<file path="src/design/assert_macros.svh">
// assertion helpers shared by the design files
`ifndef ASSERT_MACROS_SVH
`define ASSERT_MACROS_SVH

// same-cycle implication, checked on every rising edge out of reset
`define ASSERT_IMPLIES(label, clk, rst_n, pre, post, msg) \
  label: assert property (@(posedge clk) disable iff (!rst_n) (pre) |-> (post)) \
    else $error(msg);

// next-cycle implication
`define ASSERT_NEXT(label, clk, rst_n, pre, post, msg) \
  label: assert property (@(posedge clk) disable iff (!rst_n) (pre) |=> (post)) \
    else $error(msg);

`endif

</file>
<file path="src/design/tcw_pkg.sv">
package tcw_pkg;

  localparam int COL_W  = 7;
  localparam int ROW_W  = 5;
  localparam int ATTR_W = 8;
  localparam int CHAR_W = 8;
  localparam int CELL_W = 16;
  localparam int PROD_W = ROW_W + COL_W;

  localparam int Q_DEPTH = 2;
  localparam int Q_PTR_W = $clog2(Q_DEPTH);
  localparam int Q_CNT_W = $clog2(Q_DEPTH + 1);

  // operation codes of an input item
  localparam logic [1:0] OP_PUT   = 2'd0;
  localparam logic [1:0] OP_READ  = 2'd1;
  localparam logic [1:0] OP_CLEAR = 2'd2;

  // configuration register indexes
  localparam logic [1:0] CFG_COLS = 2'd0;
  localparam logic [1:0] CFG_ROWS = 2'd1;
  localparam logic [1:0] CFG_ATTR = 2'd2;

  localparam logic [CHAR_W-1:0] CHAR_NEWLINE = 8'h0A;
  localparam logic [CHAR_W-1:0] CHAR_BLANK   = 8'h20;
  localparam logic [ATTR_W-1:0] ATTR_RESET   = 8'hF0;

  // command kinds after classification
  localparam logic [2:0] KIND_NOP     = 3'd0;
  localparam logic [2:0] KIND_PUT     = 3'd1;
  localparam logic [2:0] KIND_NEWLINE = 3'd2;
  localparam logic [2:0] KIND_READ    = 3'd3;
  localparam logic [2:0] KIND_CLEAR   = 3'd4;

  typedef struct packed {
    logic [1:0]        operation;
    logic [CHAR_W-1:0] char_code;
    logic [ROW_W-1:0]  read_row;
    logic [COL_W-1:0]  read_col;
  } in_item_t;

  typedef struct packed {
    logic [CELL_W-1:0] cell_value;
    logic              cell_written;
    logic              did_scroll;
    logic [ROW_W-1:0]  cursor_row_out;
    logic [COL_W-1:0]  cursor_col_out;
  } out_item_t;

  typedef struct packed {
    logic [2:0]        kind;
    logic [CHAR_W-1:0] char_code;
    logic [ROW_W-1:0]  read_row;
    logic [COL_W-1:0]  read_col;
  } cmd_t;

  typedef struct packed {
    logic [COL_W-1:0]  cols;
    logic [ROW_W-1:0]  rows;
    logic [ATTR_W-1:0] attr;
  } cfg_t;

  typedef struct packed {
    logic full;
    logic empty;
  } q_status_t;

endpackage

</file>
<file path="src/design/tcw_queue.sv">
module tcw_queue import tcw_pkg::*; (
  input  logic      clk,
  input  logic      rst_n,
  input  logic      push,
  input  cmd_t      push_cmd,
  input  logic      pop,
  output q_status_t q_status,
  output cmd_t      head_cmd
);

  cmd_t               slots_r [Q_DEPTH];
  logic [Q_PTR_W-1:0] wr_ptr_r;
  logic [Q_PTR_W-1:0] rd_ptr_r;
  logic [Q_CNT_W-1:0] count_r;
  logic [Q_PTR_W-1:0] wr_ptr_nxt;
  logic [Q_PTR_W-1:0] rd_ptr_nxt;
  logic [Q_CNT_W-1:0] count_nxt;

  assign q_status.full  = (count_r == Q_CNT_W'(Q_DEPTH));
  assign q_status.empty = (count_r == '0);
  assign head_cmd       = slots_r[rd_ptr_r];

  always_comb begin
    wr_ptr_nxt = wr_ptr_r;
    rd_ptr_nxt = rd_ptr_r;
    count_nxt  = count_r;
    if (push) begin
      wr_ptr_nxt = (wr_ptr_r == Q_PTR_W'(Q_DEPTH - 1)) ? '0 : wr_ptr_r + 1'b1;
    end
    if (pop) begin
      rd_ptr_nxt = (rd_ptr_r == Q_PTR_W'(Q_DEPTH - 1)) ? '0 : rd_ptr_r + 1'b1;
    end
    if (push && !pop) begin
      count_nxt = count_r + 1'b1;
    end else if (pop && !push) begin
      count_nxt = count_r - 1'b1;
    end
  end

  always_ff @(posedge clk) begin
    if (!rst_n) begin
      wr_ptr_r <= '0;
      rd_ptr_r <= '0;
      count_r  <= '0;
    end else begin
      wr_ptr_r <= wr_ptr_nxt;
      rd_ptr_r <= rd_ptr_nxt;
      count_r  <= count_nxt;
    end
  end

  always_ff @(posedge clk) begin
    if (push) begin
      slots_r[wr_ptr_r] <= push_cmd;
    end
  end

endmodule

</file>
<file path="config.mk">
export PLATFORM = sky130hd
export DESIGN_NAME = tcw_queue
export DESIGN_NICKNAME = d
export VERILOG_FILES = /design/src/design/assert_macros.svh /design/src/design/tcw_pkg.sv /design/src/design/tcw_queue.sv
export SDC_FILE = /design/constraint.sdc
export NUM_CORES = 1
export LEC_CHECK = 0
export BUFFER_PORTS_ARGS = -buffer_cell sky130_fd_sc_hd__buf_4
export CORE_ASPECT_RATIO = 0.7
export CORE_MARGIN = 1
export CORE_UTILIZATION = 51
export DETAILED_ROUTE_END_ITERATION = 16
export GPL_TIMING_DRIVEN = 1
export PLACE_DENSITY = 0.75
export SETUP_SLACK_MARGIN = 0.15
export SYNTH_ARGS = -nofsm -noshare
export SYNTH_HDL_FRONTEND = slang
export SYNTH_SLANG_ARGS = --single-unit
</file>
<file path="constraint.sdc">
create_clock -name clk -period 2.4 [get_ports clk]
set_input_delay 0.48 -clock clk [delete_from_list [all_inputs] [get_ports clk]]
set_output_delay 0.48 -clock clk [all_outputs]
set_load 0.05 [all_outputs]
</file>
==> flow_metrics.tcl <==
set metrics [dict create \
    status "completed" \
    cpLargestDelayFamily "flip-flops" \
    remaining_drc_errors 0 \
    hold_class "input port to flip-flop" \
    ys.flop_type "edfxtp_1" \
    crit_cells 3 \
    worstHoldStart "push_cmd[1]" \
    num_io_pins 52 \
    synth.top_cells.by_count "46 x edfxtp_1, 23 x mux2_2, 5 x dfxtp_1, 4 x and2_1" \
    coreArea_um2 3510 \
    path_buf_inv 2 \
    max_stage_delay_ns 0.55 \
    endpoint_kind "output port" \
    via_count 975 \
    ant_nets 0 \
    grt_pass1_vias 956 \
    whs_path_depth 1 \
    finalNonFillerCells 205 \
    routed_wl_um 2960 \
    holdWs_ns 0.364 \
    path_max_fanout 9 \
    diodes 0 \
    drv_cap 0 \
    drive_gt1_share_pct 56.1 \
    areaGrowthSynthToFinish_pct 30.1 \
    fin_util_pct 69.4 \
    seq_area_frac_synth_pct 79.0 \
    firstDrtPassIters 4 \
    clkTransAtPathRegs_ns 0.09 \
    dieWidth_um 74.5 \
    die_h_um 52.7 \
    reg2reg_to "slots_r[1][22]$_DFFE_PP_" \
    hpwl_um 2100 \
    power.switching_w 0.000516 \
    yosysMostFrequentCell "edfxtp_1" \
    cts_tree "built" \
    gp_congestion 0.649 \
    drv_slew 0 \
    startpoint_type "flip-flop" \
    slew_headroom_pct 65.4 \
    tightest_slew_ns 0.518 \
    clk_latency_ns 0.29 \
    min_to "slots_r[0][1]$_DFFE_PP_" \
    yosysUniqueCellTypes 16 \
    switching_share_pct 27.3 \
    pwr-share-comb_pct 20.8 \
    worstPathArrival_ns 1.64 \
    fillers 255 \
    post_cts_buffers 0 \
    hold_viol_final 0 \
    cts_buffer_depth 2 \
    rsz0062_at_grt "no" \
    power_density_nw_per_um2 776 \
    synth_nets 121 \
    syn_area_um2 1870 \
    crit_required_ns 1.92 \
    cts.sinks 51 \
    fp-row-count 18 \
    synth_area_leaders "edfxtp_1 74%, mux2_2 14%, dfxtp_1 5.3%" \
    finalClockSkew_ns 0.00420 \
    finalSetupViolCount 0 \
    post-route-period-util_pct 88.1 \
    layout.nets 182 \
    synthArstFlopShare_pct 0 \
    cts.repair.resized 0 \
    cts_buffers 5 \
    ir_drop_mv 0.539 \
    synth_seq_cells 51 \
    dpl.cell_count 197 \
    synth_cells 93 \
    synth_edf_count 46 \
    cts_max_level 2 \
    pwr-share-seq_pct 55.0 \
    cp_common_cell "buf_4" \
    grt_max_degree 16 \
    worstSetupPathType "flip-flop to output port" \
    layout_min_cycle_time_ns 2.12 \
    antenna_found_initial 0 \
    fmax_mhz 473 \
    leakagePower_nw 0.934 \
    die_area_um2 3930 \
    path_cells "buf_4, mux2_2, buf_4" \
    via_per_inst 4.76 \
    grt.total_usage_pct 16.7 \
    reg2reg_from "wr_ptr_r$_SDFFE_PN0P_" \
    cp_slowest_cell "dfxtp_1" \
    syn_avg_cell_area_um2 20.2 \
    grt_pass1_wl_um 4400 \
    grt_overflow 0 \
    yosysTopAreaCellShare_pct 73.7 \
    clkPwrFrac_pct 24.2 \
    drt_iter0_markers 58 \
    yosysWarnings 0 \
    port-buffer-count 51 \
    hold_buffers 0 \
    setup_tns_ns 0 \
    synth_area_leader_cell "edfxtp_1" \
    rr_worst_depth 2 \
    start_util_pct 53.3 \
    reg2reg_slack_ns 1.06 \
    wl_per_cell_um 14.4 \
    root_buffer "clkbuf_8" \
    p_int_w 0.00138 \
]
-- power by group through the flow --
stage	clock [W]	sequential, W	combinational (W)
global route	0.000505	0.00105	0.000413
global placement	0	0.00106	0.000391
CTS	0.000466	0.00104	0.000398
floorplan	0	0.00106	0.000268
finish	0.000458	0.00104	0.000394
detailed placement	0	0.00106	0.000397
-- metrics by stage --
step                      area [µm²]  setup WS [ns]  total power, W
after global routing            2440          0.187         0.00197
final                           2440          0.285         0.00189
after global placement          2360          0.622         0.00145
after floorplan                 1870          0.419         0.00132
after CTS                       2440          0.263         0.00191
after detailed placement        2360          0.597         0.00146
-- worst register-to-register path, cell delays in order (launching register included) --
cell and delay (ns):
dfxtp_1 0.36, and2_1 0.47, buf_12 0.22
-- cell type report --
type | count | area [µm²] | area share (%)
multi-input cells | 39 | 377 | 15.4
inverters | 1 | 3.75 | 0.154
repair buffers | 56 | 433 | 17.8
clock inverters | 1 | 5.00 | 0.205
clock buffers | 7 | 76.3 | 3.13
flip-flops and latches | 51 | 1480 | 60.7
well taps | 50 | 62.6 | 2.57
-- flip-flops by register name (all words and copies together), names as in the netlist, named ones only --
register	flops
count_r	2
rd_ptr_r	1
slots_r	46
wr_ptr_r	1
-- worst max-delay path by stage --
stage               startpoint                      end  slack (ns)
floorplan                 push  slots_r[0][0]$_DFFE_PP_        0.42
global placement     flip-flop             head_cmd[15]        0.62
detailed placement   flip-flop             head_cmd[12]        0.60
CTS                  flip-flop             head_cmd[12]        0.26
global route         flip-flop             head_cmd[12]        0.19
finish               flip-flop             head_cmd[12]        0.28
-- cells by family after synthesis --
logic type	Yosys count	synth area share [%]
AO/OA/AOI/OAI	3	1.07
XOR/XNOR	3	1.40
adder cells (fa/ha/maj)	1	0.667
buffers and inverters	3	1.00
flip-flops	51	79.0
multiplexers	23	13.8
AND/OR/NAND/NOR	9	3.00
-- placed cells by master, fill, tap and decap left out, types with 2 or more instances in the layout --
| cell type | instances |
|---|---|
| buf_4 | 55 |
| edfxtp_1 | 46 |
| mux2_2 | 23 |
| dfxtp_1 | 5 |
| clkbuf_8 | 5 |
| and2_1 | 4 |
| xor2_1 | 2 |
| clkbuf_1 | 2 |
-- routing by layer --
layer	vias to the layer above	routed length, µm	track usage, %
li1	473	-	-
met1	467	1300	19.0
met2	33	1440	27.3
met3	2	215	8.46
met4	0	7	5.66
met5	-	0	0
(Power assumes the default switching activity.)
