## src/design/assert_macros.svh

```systemverilog
// assertion helpers shared by the design files
`ifndef ASSERT_MACROS_SVH
`define ASSERT_MACROS_SVH

// same-cycle implication, checked on every rising edge out of reset
`define ASSERT_IMPLIES(label, clk, rst_n, pre, post, msg) \
  label: assert property (@(posedge clk) disable iff (!rst_n) (pre) |-> (post)) \
    else $error(msg);

// next-cycle implication
`define ASSERT_NEXT(label, clk, rst_n, pre, post, msg) \
  label: assert property (@(posedge clk) disable iff (!rst_n) (pre) |=> (post)) \
    else $error(msg);

`endif

```

## src/design/tcw_pkg.sv

```systemverilog
package tcw_pkg;

  localparam int COL_W  = 7;
  localparam int ROW_W  = 5;
  localparam int ATTR_W = 8;
  localparam int CHAR_W = 8;
  localparam int CELL_W = 16;
  localparam int PROD_W = ROW_W + COL_W;

  localparam int Q_DEPTH = 2;
  localparam int Q_PTR_W = $clog2(Q_DEPTH);
  localparam int Q_CNT_W = $clog2(Q_DEPTH + 1);

  // operation codes of an input item
  localparam logic [1:0] OP_PUT   = 2'd0;
  localparam logic [1:0] OP_READ  = 2'd1;
  localparam logic [1:0] OP_CLEAR = 2'd2;

  // configuration register indexes
  localparam logic [1:0] CFG_COLS = 2'd0;
  localparam logic [1:0] CFG_ROWS = 2'd1;
  localparam logic [1:0] CFG_ATTR = 2'd2;

  localparam logic [CHAR_W-1:0] CHAR_NEWLINE = 8'h0A;
  localparam logic [CHAR_W-1:0] CHAR_BLANK   = 8'h20;
  localparam logic [ATTR_W-1:0] ATTR_RESET   = 8'hF0;

  // command kinds after classification
  localparam logic [2:0] KIND_NOP     = 3'd0;
  localparam logic [2:0] KIND_PUT     = 3'd1;
  localparam logic [2:0] KIND_NEWLINE = 3'd2;
  localparam logic [2:0] KIND_READ    = 3'd3;
  localparam logic [2:0] KIND_CLEAR   = 3'd4;

  typedef struct packed {
    logic [1:0]        operation;
    logic [CHAR_W-1:0] char_code;
    logic [ROW_W-1:0]  read_row;
    logic [COL_W-1:0]  read_col;
  } in_item_t;

  typedef struct packed {
    logic [CELL_W-1:0] cell_value;
    logic              cell_written;
    logic              did_scroll;
    logic [ROW_W-1:0]  cursor_row_out;
    logic [COL_W-1:0]  cursor_col_out;
  } out_item_t;

  typedef struct packed {
    logic [2:0]        kind;
    logic [CHAR_W-1:0] char_code;
    logic [ROW_W-1:0]  read_row;
    logic [COL_W-1:0]  read_col;
  } cmd_t;

  typedef struct packed {
    logic [COL_W-1:0]  cols;
    logic [ROW_W-1:0]  rows;
    logic [ATTR_W-1:0] attr;
  } cfg_t;

  typedef struct packed {
    logic full;
    logic empty;
  } q_status_t;

endpackage

```

## src/design/tcw_front.sv

```systemverilog
module tcw_front import tcw_pkg::*; (
  input  logic      clk,
  input  logic      rst_n,
  input  logic      in_valid,
  output logic      in_stall,
  input  in_item_t  in_item,
  input  logic      init_busy,
  input  q_status_t q_status,
  output logic      push,
  output cmd_t      push_cmd
);

  logic cmd_valid_r;
  cmd_t cmd_r;
  cmd_t cmd_nxt;
  logic accept;

  assign push     = cmd_valid_r && !q_status.full;
  assign in_stall = init_busy || (cmd_valid_r && q_status.full);
  assign accept   = in_valid && !in_stall;
  assign push_cmd = cmd_r;

  // decode the operation into a command kind
  always_comb begin
    cmd_nxt.char_code = in_item.char_code;
    cmd_nxt.read_row  = in_item.read_row;
    cmd_nxt.read_col  = in_item.read_col;
    case (in_item.operation)
      OP_PUT: begin
        cmd_nxt.kind = (in_item.char_code == CHAR_NEWLINE) ? KIND_NEWLINE : KIND_PUT;
      end
      OP_READ:  cmd_nxt.kind = KIND_READ;
      OP_CLEAR: cmd_nxt.kind = KIND_CLEAR;
      default:  cmd_nxt.kind = KIND_NOP;
    endcase
  end

  always_ff @(posedge clk) begin
    if (!rst_n) begin
      cmd_valid_r <= 1'b0;
    end else if (accept) begin
      cmd_valid_r <= 1'b1;
    end else if (push) begin
      cmd_valid_r <= 1'b0;
    end
  end

  always_ff @(posedge clk) begin
    if (accept) begin
      cmd_r <= cmd_nxt;
    end
  end

endmodule

```

## config.mk

```make
export PLATFORM = sky130hd
export DESIGN_NAME = tcw_front
export DESIGN_NICKNAME = d
export VERILOG_FILES = /design/src/design/assert_macros.svh /design/src/design/tcw_pkg.sv /design/src/design/tcw_front.sv
export SDC_FILE = /design/constraint.sdc
export NUM_CORES = 1
export LEC_CHECK = 0
export BUFFER_PORTS_ARGS = -buffer_cell sky130_fd_sc_hd__clkbuf_2
export CAP_MARGIN = 20
export CORE_MARGIN = 2
export CORE_UTILIZATION = 40
export CTS_CLUSTER_SIZE = 16
export DETAILED_ROUTE_END_ITERATION = 16
export PLACE_DENSITY = 0.8
export SYNTH_ARGS = -nofsm -noshare
export SYNTH_HDL_FRONTEND = slang
export SYNTH_SLANG_ARGS = --single-unit
```

## constraint.sdc

```tcl
create_clock -name clk -period 2.05 [get_ports clk]
set_clock_uncertainty 0.05 [all_clocks]
set_input_delay 0.205 -clock clk [delete_from_list [all_inputs] [get_ports clk]]
set_output_delay 0.205 -clock clk [all_outputs]
set_load 0.01 [all_outputs]
```

==> results.toml, run 1 <==
[global_route]
grt_first_pass_wirelength_um = 2370
grt_pass1_vias = 560
grt_overflow = 0
antenna_found_initial = 0
track_usage_pct = 13.3
grt_max_degree = 24

[cts]
worstSkewPairLatency_ns = 0.30
cts_buffer_depth = 2
cts_tree = "done"
ctsHtreeMaxLevel = 1
cts-root-buf = "clkbuf_4"
clk_pin_slew_ns = 0.12
post_cts_buffers = 0
cts_buffers = 3
clock_sinks = 24

[sta]
worst_pin_slew_ns = 0.294
final.period_utilization_pct = 61.0
setup_viol = 0
tns_ns = 0
hold_violations = 0
grt_setup_unrepaired = "false"
fmax_mhz = 800
maxSlewViolCount = 0
fin_crit_ns = 1.25
slew_headroom_pct = 80.4

[place]
io_buffers = 51
gp_congestion = 0.670
dp_hpwl_um = 1170

[drt]
drtAntennaViolNets = 0
drt-total-wl_um = 1510
viasPerCell = 4.47
drtIter0Drc = 3
wl_per_cell_um = 12.3
vias = 550
dr.pass1.iters = 2
drc = 0

[yosys]
yosys.area_share.simple_pct = 10.5
yosysMostFrequentCell = "edfxtp_1"
synth_edf_count = 23
syn_area_sq_um = 821
async_flop_share_pct = 0
yosys_warnings = 0
synth_xor_area_share_pct = 0
yosys.area.top_type = "edfxtp_1"
synth_top_family_by_area = "simple AND/OR/NAND/NOR gates"
synth_area_leaders = "edfxtp_1 84%, nor4b_4 5.8%, dfxtp_1 2.4%"
synthCells = 38
synth-compound-area-share_pct = 1.98
synth_fa_ha_area_share_pct = 0
syn_nets = 66
synthTopCellsByCount = "23 x edfxtp_1, 2 x inv_1, 2 x nor2b_1, 2 x nor4b_4"
synth-seq-cells = 24
ys_dominant_reg_cell = "edfxtp_1"
yosysSeqAreaShare_pct = 86.6
synth_top_area_share_pct = 84.1
ys_types = 13
muxShareOfSynthArea_pct = 0
syn_avg_cell_area_sq_um = 21.6

[die]
dieArea_sq_um = 2430
die_x_um = 49.3
start_util_pct = 42.3
num_io_pins = 53
num_rows = 16
core_area_sq_um = 1940
die_y_um = 49.3

[pwr]
finalPower_uw = 855
p_leak_nw = 0.511
ir_drop_uv = 522
power_density_nw_per_um2 = 734

[worst_setup_path]
required_ns = 1.79
cp_max_fo = 2
crit_type = "flip-flop to primary output"
endpoint_kind = "primary output"
worst-endpoint-arrival_ns = 1.00
startpoint_type = "flip-flop"

[job]
drv_cap = 0

[outcome]
status = "finished, final reports clean"

[layout]
nNetsFinal = 125
n_antenna_cell = 0
area_growth_pct = 42.1
drive_gt1_share_pct = 61.5

[worst_hold_path]
hold_class = "input pin to flip-flop"
==> critical path, stage by stage (launching register included) <==
cell and delay (ns):
dfxtp_1 0.35, nand2_1 0.08, nand2b_1 0.12, clkbuf_2 0.15
==> final timing paths <==
check | from | to | slack (ns) | cells past startpoint
worst max-delay path | cmd_valid_r | in_stall | 0.80 | 3
worst min-delay path | in_item[5] | push_cmd[5] | 0.02 | 1
worst max register to register | cmd_valid_r | push_cmd[1] | 0.80 | 4
worst min register to register | cmd_valid_r | cmd_valid_r | 0.60 | 3
==> logic make-up (layout without fill, tap and decap cells) <==
| family | count (synthesis) | after routing |
|---|---|---|
| AO/OA/AOI/OAI | 3 | 3 |
| buffers and inverters | 2 | 60 |
| AND/OR/NAND/NOR | 9 | 9 |
| flip-flops | 24 | 24 |
==> registers in the layout (all words and copies together), names as in the netlist <==
| name | cells |
|---|---|
| cmd_valid_r | 1 |
| push_cmd | 23 |
==> cells in the final DEF (no fill, tap or decap) <==
| master | Yosys | layout |
|---|---|---|
| clkinv_1 | 0 | 1 |
| nor2b_1 | 2 | 2 |
| inv_1 | 2 | 2 |
| clkbuf_2 | 0 | 51 |
| nor2_2 | 1 | 2 |
| and2_1 | 1 | 1 |
| dlygate4sd3_1 | 0 | 2 |
| a31oi_1 | 1 | 1 |
| dfxtp_1 | 1 | 1 |
| clkbuf_4 | 0 | 3 |
| nand2_1 | 1 | 1 |
| a21oi_1 | 1 | 1 |
| o21ai_0 | 1 | 1 |
| nand2b_1 | 1 | 1 |
| edfxtp_1 | 23 | 23 |
| nor4b_4 | 2 | 2 |
| buf_4 | 0 | 1 |
==> where the power goes <==
group	switching (mW)	total (mW)	internal [mW]
Sequential	0.00524	0.567	0.562
Clock	0.130	0.201	0.0711
Combinational	0.0459	0.0874	0.0415
Total	0.181	0.855	0.674
==> stage by stage <==
step           std cells  setup WS (ns)  util [%]  hold slack, ns  area, sq um
6_report             123          0.800      60.1          0.0166         1170
5_1_grt              123          0.718      60.1        0.000496         1170
4_1_cts              121          0.790      59.0         0.00755         1150
3_5_place_dp         117          0.808      57.7           0.335         1120
3_3_place_gp         117          0.871      57.7           0.333         1120
2_1_floorplan         38          0.135         -           0.254          821
==> per-layer routing <==
metal	share of wire, %	global-route usage [%]	wire, um
met1	33	12.1	491
met5	0	0	0
met2	57	25.7	857
met3	8.3	3.07	126
met4	2.3	8.57	34
==> cell type report <==
type	instances	area, sq um
Multi-Input combinational cell	12	105
Clock buffer	3	22.5
Timing Repair Buffer	54	283
Fill cell	163	776
Tap cell	27	33.8
Clock inverter	1	3.75
Sequential cell	24	711
Inverter	2	7.51
==> repair_timing <==
item                                   4_1_cts  5_1_grt
hold buffers                                 0        2
endpoints found under the hold margin        0        2
gates resized for setup                      0        0
Note: power is estimated with default switching activity, not from simulation.
==> inputs of run 2 (changes only) <==
Settings changed: ABC_AREA set to 1.
Clock period 2.05 ns to 1.2 ns, I/O delays scaled along.
==> results.toml, run 2 <==
[pwr]
ir_drop_uv = 613
finalPower_mw = 1.54
p_leak_nw = 0.652
power_density_nw_per_um2 = 1090

[drt]
dr.pass1.iters = 3
viasPerCell = 4.21
drtIter0Drc = 1
wl_per_cell_um = 12.5
drt-total-wl_um = 1980
drc = 0
vias = 670
drtAntennaViolNets = 0

[place]
pre_cts_slack_ns = 0.0913
dp_cells = 135
io_buffers = 51
post_dp_cell_area_sq_um = 1170
dp_hpwl_um = 1230
gp_congestion = 0.621

[job]
drv_cap = 0

[layout]
mostFrequentLayoutCell = "clkbuf_2"
nNetsFinal = 161
largest_register_ffs = 23
post-route-util_pct = 71.6
fin_area_sq_um = 1400
drive_gt1_share_pct = 47.0
finalNonFillerCells = 159
layout_common_cells = "50 x clkbuf_2, 23 x edfxtp_1, 21 x dlygate4sd3_1"
area_growth_pct = 68.7
n_fill_cell = 140
n_antenna_cell = 0

[die]
core_area_sq_um = 1960
die_x_um = 49.6
start_util_pct = 42.4
num_rows = 16
num_io_pins = 53
dieArea_sq_um = 2460
die_y_um = 49.6

[global_route]
grt_first_pass_wirelength_um = 3080
grt_max_degree = 19
track_usage_pct = 17.5
antenna_found_initial = 0
grt_overflow = 0
grt_pass1_vias = 659

[worst_setup_path]
path_cells = "nand2_2 -> nand2_4 -> nor2_4 -> buf_12"
endpoint_kind = "flip-flop"
path_delay_family = "flip-flops"
crit_type = "flip-flop to flip-flop"
crit_buf_inv = 1
cp_slowest_cell = "dfxtp_2"
cp_max_fo = 18
startpoint_type = "flip-flop"
cp_slowest_stage_delay_ns = 0.35
worst-endpoint-arrival_ns = 1.11
required_ns = 1.18

[yosys]
yosysMostFrequentCell = "edfxtp_1"
async_flop_share_pct = 0
synth_edf_count = 23
yosys.area.top_type = "edfxtp_1"
yosys_warnings = 0
ys_dominant_reg_cell = "edfxtp_1"
ys_types = 8
syn_avg_cell_area_sq_um = 15.1
syn_area_sq_um = 832
synth_area_leaders = "edfxtp_1 83%, nand2_1 5.4%, inv_1 5.0%"
synthCells = 55
yosysSeqAreaShare_pct = 85.4
synth-seq-cells = 24
syn_nets = 83
synth_top_area_share_pct = 83.0
synthTopCellsByCount = "23 x edfxtp_1, 12 x nand2_1, 11 x inv_1"

[cts]
cts-root-buf = "clkbuf_4"
cts_buffer_depth = 2
cts_buffers = 3
clock_sinks = 24
cts_tree = "done"
worstSkewPairLatency_ns = 0.30
ctsHtreeMaxLevel = 1
clk_pin_slew_ns = 0.12

[sta]
worst_pin_slew_ns = 0.164
fmax_mhz = 884
setup_viol = 0
hold_violations = 0
maxSlewViolCount = 0
final.period_utilization_pct = 94.3
tns_ns = 0
grt_setup_unrepaired = "false"
fin_crit_ns = 1.13
slew_headroom_pct = 89.0
fin_ws_ns = 0.0686
holdWs_ns = 0.0643

[outcome]
status = "finished, final reports clean"

[worst_hold_path]
hold_class = "input pin to flip-flop"
## run 2: cell types whose count changed in the layout (fill, tap and decap cells not counted), moves of 2 or more
cell           delta
inv_1             +9
nor2_1            +2
nor4b_4           -2
nand2_1           +9
nor2b_1           -2
dlygate4sd3_1    +19
## run 2: worst register-to-register path, delay by kind of cell, from the launching register on
| kind | cells | cell delay [ns] |
|---|---|---|
| buf+inv | 1 | 0.17 |
| flops | 1 | 0.35 |
| simple gates | 3 | 0.29 |
## run 2: worst paths after layout
path	from	to	slack, ns	cells after the start
min	in_item[20]	push_cmd[22]	0.06	2
max	cmd_valid_r	push_cmd[11]	0.07	4
max reg2reg	cmd_valid_r	push_cmd[11]	0.07	4
min reg2reg	cmd_valid_r	cmd_valid_r	0.59	4
## run 2: what timing repair did
| action | 4_1_cts | 5_1_grt |
|---|---|---|
| setup endpoints to repair | 0 | 1 |
| hold buffers | 21 | 0 |
| endpoints found under the hold margin | 21 | 0 |
| buffers inserted | 0 | 0 |
| resized for setup | 0 | 2 |
## run 2: layout make-up
| class | instances | area (sq um) | share of cell area [%] |
|---|---|---|---|
| clock buffer | 4 | 26.3 | 1.87 |
| inverter | 11 | 41.3 | 2.94 |
| multi-input combinational | 20 | 103 | 7.31 |
| sequential | 24 | 712 | 50.7 |
| tap | 27 | 33.8 | 2.41 |
| timing repair buffer | 73 | 488 | 34.8 |
## run 2: cell families after synthesis
family | Yosys count | synth area share [%]
buffers and inverters | 11 | 4.96
DFF | 24 | 85.4
and+or+nand+nor | 19 | 9.02
AOI/OAI and AO/OA | 1 | 0.601
## run 2: power breakdown
part	total (mW)	switching, mW	leakage [nW]	internal, mW
clock network	0.348	0.218	0.0150	0.130
registers	0.971	0.0103	0.224	0.961
logic	0.216	0.0993	0.413	0.117
## run 2: layer usage
metal | track usage, % | vias up | part of all wire (%)
met5 | 0 | - | 0
met4 | 8.33 | 0 | 1.4
met3 | 5.45 | 4 | 8.1
met2 | 31.3 | 33 | 51
met1 | 18.5 | 296 | 40
li1 | - | 337 | -
==> inputs of run 3 (changes only) <==
Settings changed: CORE_UTILIZATION 40 to 43, PLACE_DENSITY 0.8 to 0.85.
Clock period 1.2 ns to 1.4 ns, I/O delays scaled along.
==> results.toml, run 3 (synthesized netlist as in run 2, its figures left out) <==
[global_route]
use_met1_pct = 26.4
grt_first_pass_wirelength_um = 3660
grt_pass1_vias = 738
met3_usage_pct = 5.28
track_usage_pct = 24.9
top_usage_layer = "met2"
grt_max_degree = 24
antenna_found_initial = 0
grt_overflow = 0
met2_usage_pct = 47.7

[outcome]
status = "finished, final reports clean"

[sta]
worst_pin_slew_ns = 0.170
setup_viol = 0
grt_setup_unrepaired = "false"
final.period_utilization_pct = 87.4
maxSlewViolCount = 0
hold_violations = 0
fin_crit_ns = 1.22
fin_ws_ns = 0.177
slew_headroom_pct = 88.6
tns_ns = 0
fmax_mhz = 818

[place]
gp_congestion = 0.650
io_buffers = 51
pre_cts_slack_ns = 0.292
dp_hpwl_um = 1290

[worst_hold_path]
min_to = "cmd_valid_r"
holdCritStartpoint = "init_busy"
hold_class = "input pin to flip-flop"
min_path_cells = 4

[cts]
cts-root-buf = "clkbuf_4"
cts_buffer_depth = 2
cts_resized = 0
ctsHtreeMaxLevel = 1
cts_buffers = 3
cts_tree = "done"
clk_pin_slew_ns = 0.14
clock_sinks = 24
worstSkewPairLatency_ns = 0.29

[die]
core_area_sq_um = 1760
num_io_pins = 53
num_rows = 15
dieArea_sq_um = 2300
die_y_um = 48.0
die_x_um = 48.0
start_util_pct = 47.2

[worst_setup_path]
endpoint_kind = "flip-flop"
crit_type = "input pin to flip-flop"
path_cells = "dlygate4sd3_1 -> clkbuf_2 -> inv_1 -> nand2_1 -> nor2_1 -> nand2_1 -> nand2_1 -> nand2_1"
crit_buf_inv = 3
cp-startpoint = "in_item[18]"
cp.depth = 8
cp_slowest_stage_delay_ns = 0.55
reg2reg_to = "push_cmd[5]"
worst-endpoint-arrival_ns = 1.26
required_ns = 1.44
ff2ff_setup_slack_ns = 0.27
cp_slowest_cell = "dlygate4sd3_1"
path_delay_family = "buffers and inverters"
startpoint_type = "input pin"
cpMostUsedCell = "nand2_1"
cp_max_fo = 2
worstReg2RegStart = "cmd_valid_r"
reg2reg_depth = 4

[layout]
post-route-util_pct = 78.4
n_fill_cell = 108
mostFrequentLayoutCell = "clkbuf_2"
nNetsFinal = 161
layout_common_cells = "51 x clkbuf_2, 23 x edfxtp_1, 21 x dlygate4sd3_1"
n_antenna_cell = 0
drive_gt1_share_pct = 43.2
largest_register_ffs = 23
area_growth_pct = 66.2

[pwr]
finalPower_mw = 1.33
power_density_nw_per_um2 = 960
p_leak_nw = 0.649
ir_drop_uv = 595

[drt]
drc = 0
drtAntennaViolNets = 0
vias = 716
drt-total-wl_um = 2670
viasPerCell = 4.56
drtIter0Drc = 24
wl_per_cell_um = 17.0
dr.pass1.iters = 4

[job]
drv_cap = 0
-- run 3: repair_timing --
item                                   CTS  global route
hold buffers                            21             0
buffers inserted                         0             0
endpoints found under the hold margin   21             0
-- run 3: layout make-up --
| class | count | area [sq um] | area share, % |
|---|---|---|---|
| multi-input combinational | 20 | 87.6 | 6.33 |
| tap | 25 | 31.3 | 2.26 |
| sequential | 24 | 711 | 51.4 |
| inverter | 11 | 41.3 | 2.99 |
| clock buffer | 4 | 26.3 | 1.90 |
| timing repair buffer | 73 | 485 | 35.1 |
-- run 3: worst register-to-register path, stage by stage, from the launching register on --
cell and delay [ns]:
dfxtp_1 0.33, nand2_1 0.07, nand2_1 0.10, nor2_4 0.12, buf_12 0.18
-- run 3: power by group --
group	internal [mW]	leakage, nW	switching (mW)	total, mW
logic	0.0979	0.410	0.0899	0.188
registers	0.824	0.224	0.0109	0.834
clock network	0.111	0.0150	0.194	0.304
-- run 3: per-layer routing --
| layer | part of all wire, % | routed length (um) | up-vias |
|---|---|---|---|
| met4 | 2.7 | 72 | 0 |
| met3 | 6.9 | 185 | 8 |
| met1 | 36 | 955 | 332 |
| met5 | 0 | 0 | - |
| li1 | - | - | 336 |
| met2 | 55 | 1460 | 40 |
-- run 3: worst max-delay path by stage --
stage	end	slack (ns)
6_report	push_cmd[20]	0.18
5_1_grt	push_cmd[20]	0.13
4_1_cts	push_cmd[20]	0.23
3_5_place_dp	push_cmd[6]	0.29
3_3_place_gp	push_cmd[6]	0.33
2_1_floorplan	push_cmd[0]	0.1
-- run 3: per-stage QoR --
stage | cell area (sq um) | hold WS [ns] | cells
3_5_place_dp | 1150 | 0.269 | 132
3_3_place_gp | 1150 | 0.269 | 132
2_1_floorplan | 840 | 0.188 | 55
5_1_grt | 1380 | 0.0859 | 157
6_report | 1380 | 0.0651 | 157
4_1_cts | 1380 | 0.0643 | 157
